## config.mk

```make
export PLATFORM = sky130hd
export DESIGN_NAME = lob_cmp
export DESIGN_NICKNAME = d
export VERILOG_FILES = /design/src/hw/rtl/lob_pkg.sv /design/src/hw/rtl/lob_cmp.sv
export SDC_FILE = /design/constraint.sdc
export NUM_CORES = 1
export LEC_CHECK = 0
export BUFFER_PORTS_ARGS = -buffer_cell sky130_fd_sc_hd__buf_2
export CORE_AREA = 2 2 118 120
export DETAILED_ROUTE_END_ITERATION = 8
export DIE_AREA = 0 0 120 122
export PLACE_DENSITY = 0.78
export SYNTH_ARGS = -nofsm -noshare
export SYNTH_HDL_FRONTEND = slang
export SYNTH_SLANG_ARGS = --single-unit
```

## constraint.sdc

```tcl
create_clock -name vclk -period 5.1
set_clock_uncertainty 0.1 [all_clocks]
set_input_delay 1.02 -clock vclk [all_inputs]
set_output_delay 1.02 -clock vclk [all_outputs]
set_load 0.02 [all_outputs]
```

## src/hw/rtl/lob_pkg.sv

```systemverilog
// package for the limit order book: codes, types and defaults
package lob_pkg;

    localparam int ORDER_SLOTS_DEF  = 256;
    localparam int SYMBOL_COUNT_DEF = 16;

    localparam logic [1:0] OP_ADD    = 2'd0;
    localparam logic [1:0] OP_CANCEL = 2'd1;
    localparam logic [1:0] OP_QUERY  = 2'd2;
    localparam logic [1:0] OP_REMOVE = 2'd3;

    localparam logic [1:0] ST_OK       = 2'd0;
    localparam logic [1:0] ST_NOTFOUND = 2'd1;
    localparam logic [1:0] ST_FULL     = 2'd2;
    localparam logic [1:0] ST_DUP      = 2'd3;

    // one stored order, as packed into the slot memory
    typedef struct packed {
        logic [31:0] order_id;
        logic [3:0]  symbol;
        logic        side;
        logic [31:0] price;
        logic [31:0] quantity;
        logic [31:0] arrival;
    } t_slot;

    typedef struct packed {
        logic [1:0]  opcode;
        logic [31:0] order_id;
        logic [3:0]  symbol;
        logic        side;
        logic [31:0] price;
        logic [31:0] quantity;
    } t_req;

    typedef struct packed {
        logic [1:0]  status;
        logic [31:0] order_id_out;
        logic [3:0]  symbol_out;
        logic        side_out;
        logic [31:0] price_out;
        logic [31:0] quantity_out;
    } t_rsp;

endpackage

```

## src/hw/rtl/lob_cmp.sv

```systemverilog
// shared compare unit: id match, symbol and side filter and price-time ranking
module lob_cmp (
    input  lob_pkg::t_slot i_slot,
    input  logic           i_valid,
    input  logic [31:0]    i_key_id,
    input  logic [3:0]     i_key_sym,
    input  logic           i_key_side,
    input  logic           i_have,
    input  logic [31:0]    i_best_price,
    input  logic [31:0]    i_best_age,
    input  logic [31:0]    i_now,
    output logic           o_id_hit,
    output logic           o_better,
    output logic [31:0]    o_age
);
    import lob_pkg::*;
    logic match;
    logic better_price;

    // match and rank the slot against the running best
    always_comb begin
        o_age        = i_now - i_slot.arrival;
        o_id_hit     = i_valid && (i_slot.order_id == i_key_id);
        match        = i_valid && (i_slot.symbol == i_key_sym) && (i_slot.side == i_key_side);
        better_price = i_key_side ? (i_slot.price < i_best_price)
                                  : (i_slot.price > i_best_price);
        o_better     = match && (!i_have || better_price ||
                       ((i_slot.price == i_best_price) && (o_age > i_best_age)));
    end
endmodule

```

==> impl_metrics.yaml <==
outcome:
  status: "finished, violations left"
  violations: "setup timing"
power:
  ir_drop_uv: 56.0
  power.leakage_nw: 3.92
  power_density_nw_per_um2: 140
floorplanning:
  die_area_um2: 14600
  dieWidth_um: 120
  rows: 43
  die_h_um: 122
  start_util: 0.299
  core-area_um2: 13500
  pin_count: 302
timing:
  drv_slew: 0
  tightestPinTransition_ns: 0.673
  hold_violations: 0
  fin_hold_ws_ns: 2.27
  fmax_ghz: 0.172
  rsz0062_at_grt: "true"
  layout_min_cycle_time_ns: 5.80
  setup_viol: 1
  slew_headroom: 0.547
  fin_ws_ns: -0.705
  fin_crit_sh: 1.14
  fin_tns_setup_ns: -0.705
cells_and_area:
  utilization: 0.504
  stdcell_count: 1128
  seq_cells: 0
  antenna-diode-count: 0
  nClkBuffers: 0
  flow.area_growth_from_synthesis_pct: 68.5
  seq_area_um2: 0
  final_nets: 1314
  drive_gt1_frac: 0.475
logic_synthesis:
  synth.avg_cell_area_um2: 7.16
  synth_cells: 565
  ys_seq_area_frac: 0
  synth_top_cell_by_area: "ha_1"
  synth_fp_nets: 929
  ys_top_cells_by_area: "ha_1, xnor2_1, inv_1, a21oi_1, a21o_1"
  synth.cell_area_um2: 4040
  ys_top_cells_by_count: "inv_1, ha_1, xnor2_1"
  synth_warnings: 0
  yosysMostFrequentCell: "inv_1"
  synth_top_area_frac: 0.294
  synthDistinctLibCells: 57
worst_setup_path:
  cp_max_fo: 4
  slowest_stage: "a211o_1"
  cp-startpoint: "i_slot[7]"
  critPathBufInv: 4
  crit_path_end_kind: "primary output"
  cp.required_ns: 3.98
  arrival_ns: 4.68
  crit_family: "compound AO/OA/AOI/OAI gates"
  start_kind: "input pin"
  path_cells: "buf_2, inv_1, ha_4, and3_1, and2b_1, a31oi_4, a21oi_4, a211o_1, a31o_1, a21oi_2, xnor2_2, ha_1, a21o_1, a21o_1, a21oi_2, o21ai_1, a22o_1, o41ai_2, buf_4, a31oi_4, buf_6"
  max_stage_delay_ns: 0.30
  path_class: "in2out"
worst_hold_path:
  worstHoldPathType: "in2out"
  worstHoldStart: "i_have"
detailed_routing:
  vias_per_cell: 4.78
  dr.pass1.iters: 6
  route.detailed.wl_per_inst_um: 13.4
  vias: 5387
  wl_um: 15100
  drc: 0
  ant_nets: 0
  drt_iter0_markers: 286
placement:
  placed_cells: 1124
  dpl_worst_slack_ns: -0.825
  dp_hpwl_um: 14000
  port_buffers: 270
  gp_congestion: 0.922
global_route:
  grt_pass1_wl_um: 24200
  grt_pass1_vias: 5399
  grt_max_degree: 8
  grt.total_usage: 0.200
  antenna_found_initial: 1
  grt_overflow: 0
flow_run:
  cap_viol_max_count: 0
clocking:
  cts_hold_buf: 0
==> path summary, 6_finish.rpt <==
| kind | endpoint | slack, ns | cells after the start |
|---|---|---|---|
| worst max-delay path | o_better | -0.70 | 21 |
| worst min-delay path | o_better | 2.27 | 3 |
==> per-layer routing <==
metal | GRT usage | vias up | routed length, um
li1 | - | 2769 | -
met1 | 0.248 | 2421 | 6580
met2 | 0.379 | 185 | 7300
met3 | 0.0281 | 12 | 1020
met4 | 0.0184 | 0 | 157
met5 | 0 | - | 0
==> cell families (layout without fill, tap and decap cells) <==
family          after synthesis  count (layout)  synth area share
compound gates              158             158             0.277
xor+xnor                     64              64             0.139
fa+ha+maj                    96              96             0.299
buf+inv                     116             499             0.110
simple gates                131             131             0.176
==> stage by stage <==
step,power (mW),instance area (um^2)
final,0.953,6810
after global routing,1.06,6810
after CTS,0.945,6720
after detailed placement,0.932,6680
after global placement,0.912,6680
after floorplan,0.517,4270
==> layout make-up <==
type | count | area (um^2)
repair buffers | 390 | 2270
inverters | 109 | 412
well taps | 180 | 225
fillers | 1343 | 6690
multi-input cells | 449 | 3900
==> what timing repair did <==
item / in CTS / in global routing
resized for setup: 5 / 13
pin swaps: 6 / 10
setup endpoints to repair: 1 / 1
buffers inserted: 1 / 3
==> report_power, final <==
part | switching [mW] | internal, mW
logic | 0.475 | 0.478
clock network | 0 | 0
registers | 0 | 0
total | 0.475 | 0.478
==> placed cells by master, fill, tap and decap left out, types with 5 or more instances in the layout <==
cell type	n
a21o_1	29
a21oi_1	44
a21oi_2	9
buf_2	267
buf_4	119
ha_1	88
ha_4	7
inv_1	107
nand2_1	26
nand3_1	11
nand4_1	24
nor2_1	16
nor2b_1	6
nor3_1	12
o211ai_1	6
o21a_1	5
o21ai_0	21
or3_1	6
xnor2_1	41
xnor2_2	8
xor2_1	12
No activity file was read; power rests on OpenSTA's default activity.
