File: config.mk
export PLATFORM = sky130hd
export DESIGN_NAME = lob_ram
export DESIGN_NICKNAME = d
export VERILOG_FILES = /design/src/hw/rtl/lob_ram.sv
export SDC_FILE = /design/constraint.sdc
export NUM_CORES = 1
export LEC_CHECK = 0
export BUFFER_PORTS_ARGS = -buffer_cell sky130_fd_sc_hd__clkbuf_2
export CELL_PAD_IN_SITES_DETAIL_PLACEMENT = 1
export CELL_PAD_IN_SITES_GLOBAL_PLACEMENT = 1
export CORE_ASPECT_RATIO = 1.5
export CORE_MARGIN = 3
export CORE_UTILIZATION = 48
export CTS_CLUSTER_SIZE = 16
export DETAILED_ROUTE_END_ITERATION = 12
export GPL_TIMING_DRIVEN = 0
export PLACE_DENSITY = 0.85
export SYNTH_ARGS = -nofsm -noshare
export SYNTH_HDL_FRONTEND = slang
export SYNTH_SLANG_ARGS = --single-unit
File: constraint.sdc
create_clock -name i_clk -period 1.7 [get_ports i_clk]
set_clock_uncertainty 0.15 [all_clocks]
set_input_delay 0.17 -clock i_clk [delete_from_list [all_inputs] [get_ports i_clk]]
set_output_delay 0.17 -clock i_clk [all_outputs]
set_load 0.02 [all_outputs]
File: src/hw/rtl/lob_ram.sv
// generic single port ram with registered read
module lob_ram #(
    parameter int WIDTH = 8,
    parameter int DEPTH = 16
) (
    input  logic                     i_clk,
    input  logic                     i_we,
    input  logic [$clog2(DEPTH)-1:0] i_addr,
    input  logic [WIDTH-1:0]         i_wdata,
    output logic [WIDTH-1:0]         o_rdata
);
    logic [WIDTH-1:0] r_mem [DEPTH];

    // write port and registered read
    always_ff @(posedge i_clk) begin
        if (i_we) begin
            r_mem[i_addr] <= i_wdata;
        end
        o_rdata <= r_mem[i_addr];
    end
endmodule

==> metrics, run 1 <==
outcome finished with violations; failing checks negative setup slack; worst-case reg-to-reg path depth 3; fmax 0.569 GHz; vias in the first global route 2670; Clk Latency, worst-skew pair 420 ps; Hold Fails Final Rpt 0; Layout area overhead 19.6%; Synth Instances 230; Critical Path End Type register; Worst Setup SP i_addr[0]; Min Hold Slack 87.3 ps; gr ovfl total 0; Post-synth EDFFs 128; Crit Path Class in2reg; Vias/cell 5.76; HP Start i_wdata[1]; static leakage 1.96 nW; register-to-register setup slack 90 ps; nets 282; Finished Layout Cells 422; core area 10200 sq um; synth cell count leaders edfxtp_1, mux4_2, a22oi_1, nor2_1, nand2_1; Seq/Total Area, Yosys 0.790; post-placement cell count 390; HPWL after DPL 7010 um; yosys warns 0; Mapped Area 5070 sq um; Vias 2431; DRC 0; worst slew pin tran 1210 ps; Most Used Layer, Global Route met2; Synth area leaders edfxtp_1, mux4_2, dfxtp_1; starting density of the core 0.497; most numerous cell in the Yosys netlist edfxtp_1; row count 45; Worst VDD drop 0.00108 V; CP Max Fanout 10; grt met2 use 0.325; Post-CTS Setup Inserts 0; antenna-violating nets left 0; Synth Flop Type edfxtp_1; RR Endpoint o_rdata[4]; GR Util met1 0.255; largest area contributor in the netlist edfxtp_1; GRT Total Usage 0.206; nature of the critical path startpoint primary input; share of cells above drive strength 1 0.352; Worst EP arrival 1650 ps; die area 11900 sq um; Synth top area share 0.759; Die Ht 132 um; Critical R2R Launch r_mem[11][4]; # diodes 0; syn nets 244; Chip Width 89.9 um; CTS root buf clkbuf_16; htree depth 4; WL/cell 26.4 um; CTS tree done; CTS Buf Count 17; share of synthesized flip-flops with an asynchronous set or reset 0; dpl ws -655 ps; I/O pin cnt 22; Final Worst Setup Slack -58.2 ps; largest net degree at the start of global routing 17; routed wire length 11100 um; initial drt markers 216; Reg clk slew, reported paths 60 ps; clk sinks 136; # hold bufs at CTS 0; Worst Path Required 1590 ps; TritonRoute pass-1 iters 5; Port Buffer Count 19; met3 GRT Util 0.0628; max_cap viols 0; Slew Viols, Final 0; final setup vio count 24; global placement routability congestion 0.833; Longest Clk Path Bufs 2; first-pass GRT wire length 17300 um; post-layout min period 1760 ps; pwr dens 1360 nW/um^2; unrepaired setup endpoints after global routing yes; Worst Setup EP r_mem[9][3]; HP Class in2reg; Tcrit/Tclk final 1.03; slew margin rel. 0.186; initial antenna violation count 0; Yosys reg bits 136; library cells used by synthesis 18; Mean Syn Cell Area 22.0 sq um
worst min path at each step:
stage | endpoint | cells past startpoint
after floorplan | r_mem[0][0] | 0
final | r_mem[7][1] | 1
after global placement | o_rdata[0] | 1
after CTS | r_mem[5][3] | 1
after detailed placement | o_rdata[7] | 1
after global routing | r_mem[4][3] | 1
timing repair:
action / 4_1_cts / 5_1_grt
gates resized for setup: 13 / 3
endpoints found under the setup margin: 96 / 48
endpoints found under the hold margin: 0 / 0
layout by cell type, fill, tap and decap left out:
cell type	count
a22oi_1	16
and2_1	1
buf_1	3
buf_2	3
buf_6	2
bufinv_16	6
clkbuf_1	3
clkbuf_16	17
clkbuf_2	20
clkinv_1	3
clkinv_2	1
clkinv_4	2
clkinvlp_4	2
dfxtp_1	8
edfxtp_1	128
mux4_2	32
nand2_1	9
nand2b_1	2
nand3_1	1
nand3b_1	2
nor2_1	3
nor2_2	6
nor2_4	4
nor2b_1	2
nor3_1	1
nor3_2	3
or3b_2	1
sequential cells by signal, indices dropped and copies added (netlist names):
register	count
o_rdata	8
r_mem	128
worst max-delay path: stages:
cell and delay, ps:
buf_1 490, nand2b_1 320, nor2_1 660
area by class of cell:
| cell class | instances | area [sq um] |
|---|---|---|
| flip-flops and latches | 136 | 4000 |
| multi-input cells | 83 | 1060 |
| clock inverters | 14 | 229 |
| well taps | 141 | 176 |
| plain buffers | 11 | 61.3 |
| repair buffers | 19 | 95.1 |
| clock buffers | 18 | 429 |
| fillers | 853 | 4130 |
logic make-up after synthesis:
kind of cell | synth area share
flops | 0.790
mux | 0.142
simple gates | 0.0321
compound gates | 0.0237
buf+inv | 0.0119
metrics by stage:
stage | total power, mW | util | TNS, ps | area, sq um
finish | 8.24 | 0.594 | -819 | 6060
global route | 8.49 | 0.594 | -3350 | 6060
CTS | 8.29 | 0.594 | -249 | 6050
detailed placement | 4.23 | 0.525 | -68960 | 5350
global placement | 4.20 | 0.525 | -61690 | 5350
floorplan | 4.06 | - | -4060 | 5070
routing by layer:
metal | part of all wire | up-vias
li1 | - | 1038
met1 | 0.40 | 1254
met2 | 0.51 | 113
met3 | 0.052 | 26
met4 | 0.047 | 0
met5 | 0 | -
where the power goes:
part	internal, mW	switching, mW	total [mW]	leakage (nW)
sequential	3.75	0.0218	3.77	1.22
clock	2.73	1.34	4.07	0.313
combinational	0.143	0.253	0.397	0.425
(Power assumes the default switching activity.)
==> inputs of run 2 (changes only) <==
CORE_UTILIZATION = 53   (was 48)
PLACE_DENSITY = 0.88   (was 0.85)
clock period = 2 ns   (was 1.7 ns; I/O delays follow)
==> run 2 against run 1 <==
The run now ends clean. Flip-flop and latch count did not move. Utilization rose by 3.6 points. Register-to-register slack improved by 350 ps. Critical endpoint is now r_mem[1][2].
==> metrics, run 2 (synthesized netlist as in run 1, its figures left out) <==
Worst VDD drop 0.000828 V (-23%); fmax 0.546 GHz; starting density of the core 0.544 (+0.0472); critical path's largest stage delay 750 ps (+90 ps); Vias/cell 6.12 (+6.2%); global placement routability congestion 0.722 (-13%); # diodes 0 (unchanged); post-placement cell count 361 (-7.4%); Worst Setup EP r_mem[1][2]; unrepaired setup endpoints after global routing no; clk sinks 136 (unchanged); Min Hold Slack 103 ps (+15.2 ps); Slew Viols, Final 0 (unchanged); Tcrit/Tclk final 0.915; Largest regs r_mem x128, o_rdata x8; htree depth 4 (unchanged); CTS Buf Count 17 (unchanged); pwr dens 1090 nW/um^2 (-20%); Worst path slowest cell nor2_1; Worst EP arrival 1710 ps (+60 ps); worst slew pin tran 1250 ps (+42.8 ps); HP Start i_wdata[4]; Longest Clk Path Bufs 2 (unchanged); share of cells above drive strength 1 0.321 (-0.0309); routed wire length 10500 um (-5.6%); initial drt markers 161 (-25%); Reg clk slew, reported paths 50 ps (about the same); RR Endpoint o_rdata[3]; core area 9310 sq um (-8.7%); Die Ht 126 um (-4.6%); register-to-register setup slack 440 ps (+350 ps); Worst path depth 3 (unchanged); Port Buffer Count 19 (unchanged); nature of the critical path startpoint primary input; antenna-violating nets left 0 (unchanged); die area 10800 sq um (-8.9%); Finished Layout Cells 392 (-7.1%); max_cap viols 0 (unchanged); static leakage 1.90 nW (-3.0%); initial antenna violation count 0 (unchanged); Critical Path End Type register; register area 4000 sq um (unchanged); Crit Path Class in2reg; I/O pin cnt 22 (unchanged); slew margin rel. 0.157 (-0.0288); worst-case reg-to-reg path depth 3 (unchanged); Reg with most FFs r_mem; WL/cell 26.8 um (+1.6%); Worst Path Required 1880 ps (+290 ps); commonest cells after routing, fill and taps aside edfxtp_1, mux4_2, clkbuf_2, clkbuf_16, a22oi_1; Post-CTS Setup Inserts 0 (unchanged); HPWL after DPL 6910 um (-1.5%); Multi-input gate area 1030 sq um (-3.3%); Worst Setup SP i_addr[0]; nets 281 (-0.35%); Critical R2R Launch r_mem[7][3]; post-layout min period 1830 ps; CTS root buf clkbuf_16; Chip Width 85.8 um (-4.5%); CP Max Fanout 10 (unchanged); crit-path cells buf_1 > nand2b_1 > nor2_1; CTS tree done; first-pass GRT wire length 15900 um (-7.8%); GRT Total Usage 0.214 (+0.00753); HP Class in2reg; CP delay by family, top simple AND/OR/NAND/NOR gates; number of buffers and inverters on the critical path 1 (unchanged); TritonRoute pass-1 iters 4 (-1); gr ovfl total 0 (unchanged); outcome complete, no violations; row count 43 (-4.4%); vias in the first global route 2561 (-4.1%); final setup vio count 0 (-100%); DRC 0 (unchanged); Hold Fails Final Rpt 0 (unchanged); Largest register FFs 128 (unchanged); Filler cells 759 (-11%); Clk Latency, worst-skew pair 410 ps (about the same); largest net degree at the start of global routing 17 (unchanged); most common cell after layout, fill and taps aside edfxtp_1; Vias 2399 (-1.3%); Layout area overhead 15.8%
==> run 2: changes by cell type in the layout (fill, tap and decap cells not counted), sizes merged <==
cell,change
clkinv,+2
bufinv,-4
buf,-1
clkbuf,+2
==> run 2: how the worst min path moves through the flow <==
stage / end / slack [ps] / depth (start not counted)
2_1_floorplan: r_mem[0][0] / 150 / 0
3_3_place_gp: o_rdata[0] / 470 / 1
3_5_place_dp: o_rdata[5] / 470 / 1
4_1_cts: r_mem[2][4] / 90 / 1
5_1_grt: r_mem[14][4] / 110 / 1
6_report: r_mem[4][4] / 100 / 1
==> run 2: power breakdown <==
group | total, mW | internal, mW | switching, mW
Sequential | 3.21 | 3.19 | 0.0175
Combinational | 0.325 | 0.120 | 0.205
Clock | 2.87 | 1.80 | 1.07
==> run 2: what timing repair did <==
item,in CTS,in global routing
hold buffers,0,0
setup endpoints to repair,48,72
resized for setup,4,5
==> run 2: area by class of cell <==
type	instances	area share
clock inverters	12	0.0185
multi-input cells	83	0.175
well taps	112	0.0239
clock buffers	20	0.0744
plain buffers	10	0.00959
flip-flops and latches	136	0.682
repair buffers	19	0.0162
==> run 2: per-stage QoR <==
step	total power [mW]	area (sq um)	TNS [ps]	util	setup slack, ps
3_3_place_gp	3.56	5300	-36610	0.570	-400
4_1_cts	6.44	5860	-1210	0.629	-88.1
6_report	6.41	5870	0	0.631	170
3_5_place_dp	3.59	5300	-50520	0.570	-481
2_1_floorplan	3.45	5070	0	-	157
5_1_grt	6.58	5870	0	0.631	41.7
==> run 2: per-layer routing <==
metal / track usage / up-vias / part of all wire
li1: - / 1040 / -
met1: 0.278 / 1265 / 0.40
met2: 0.342 / 77 / 0.53
met3: 0.0602 / 17 / 0.049
met4: 0.0839 / 0 / 0.017
met5: 0 / - / 0
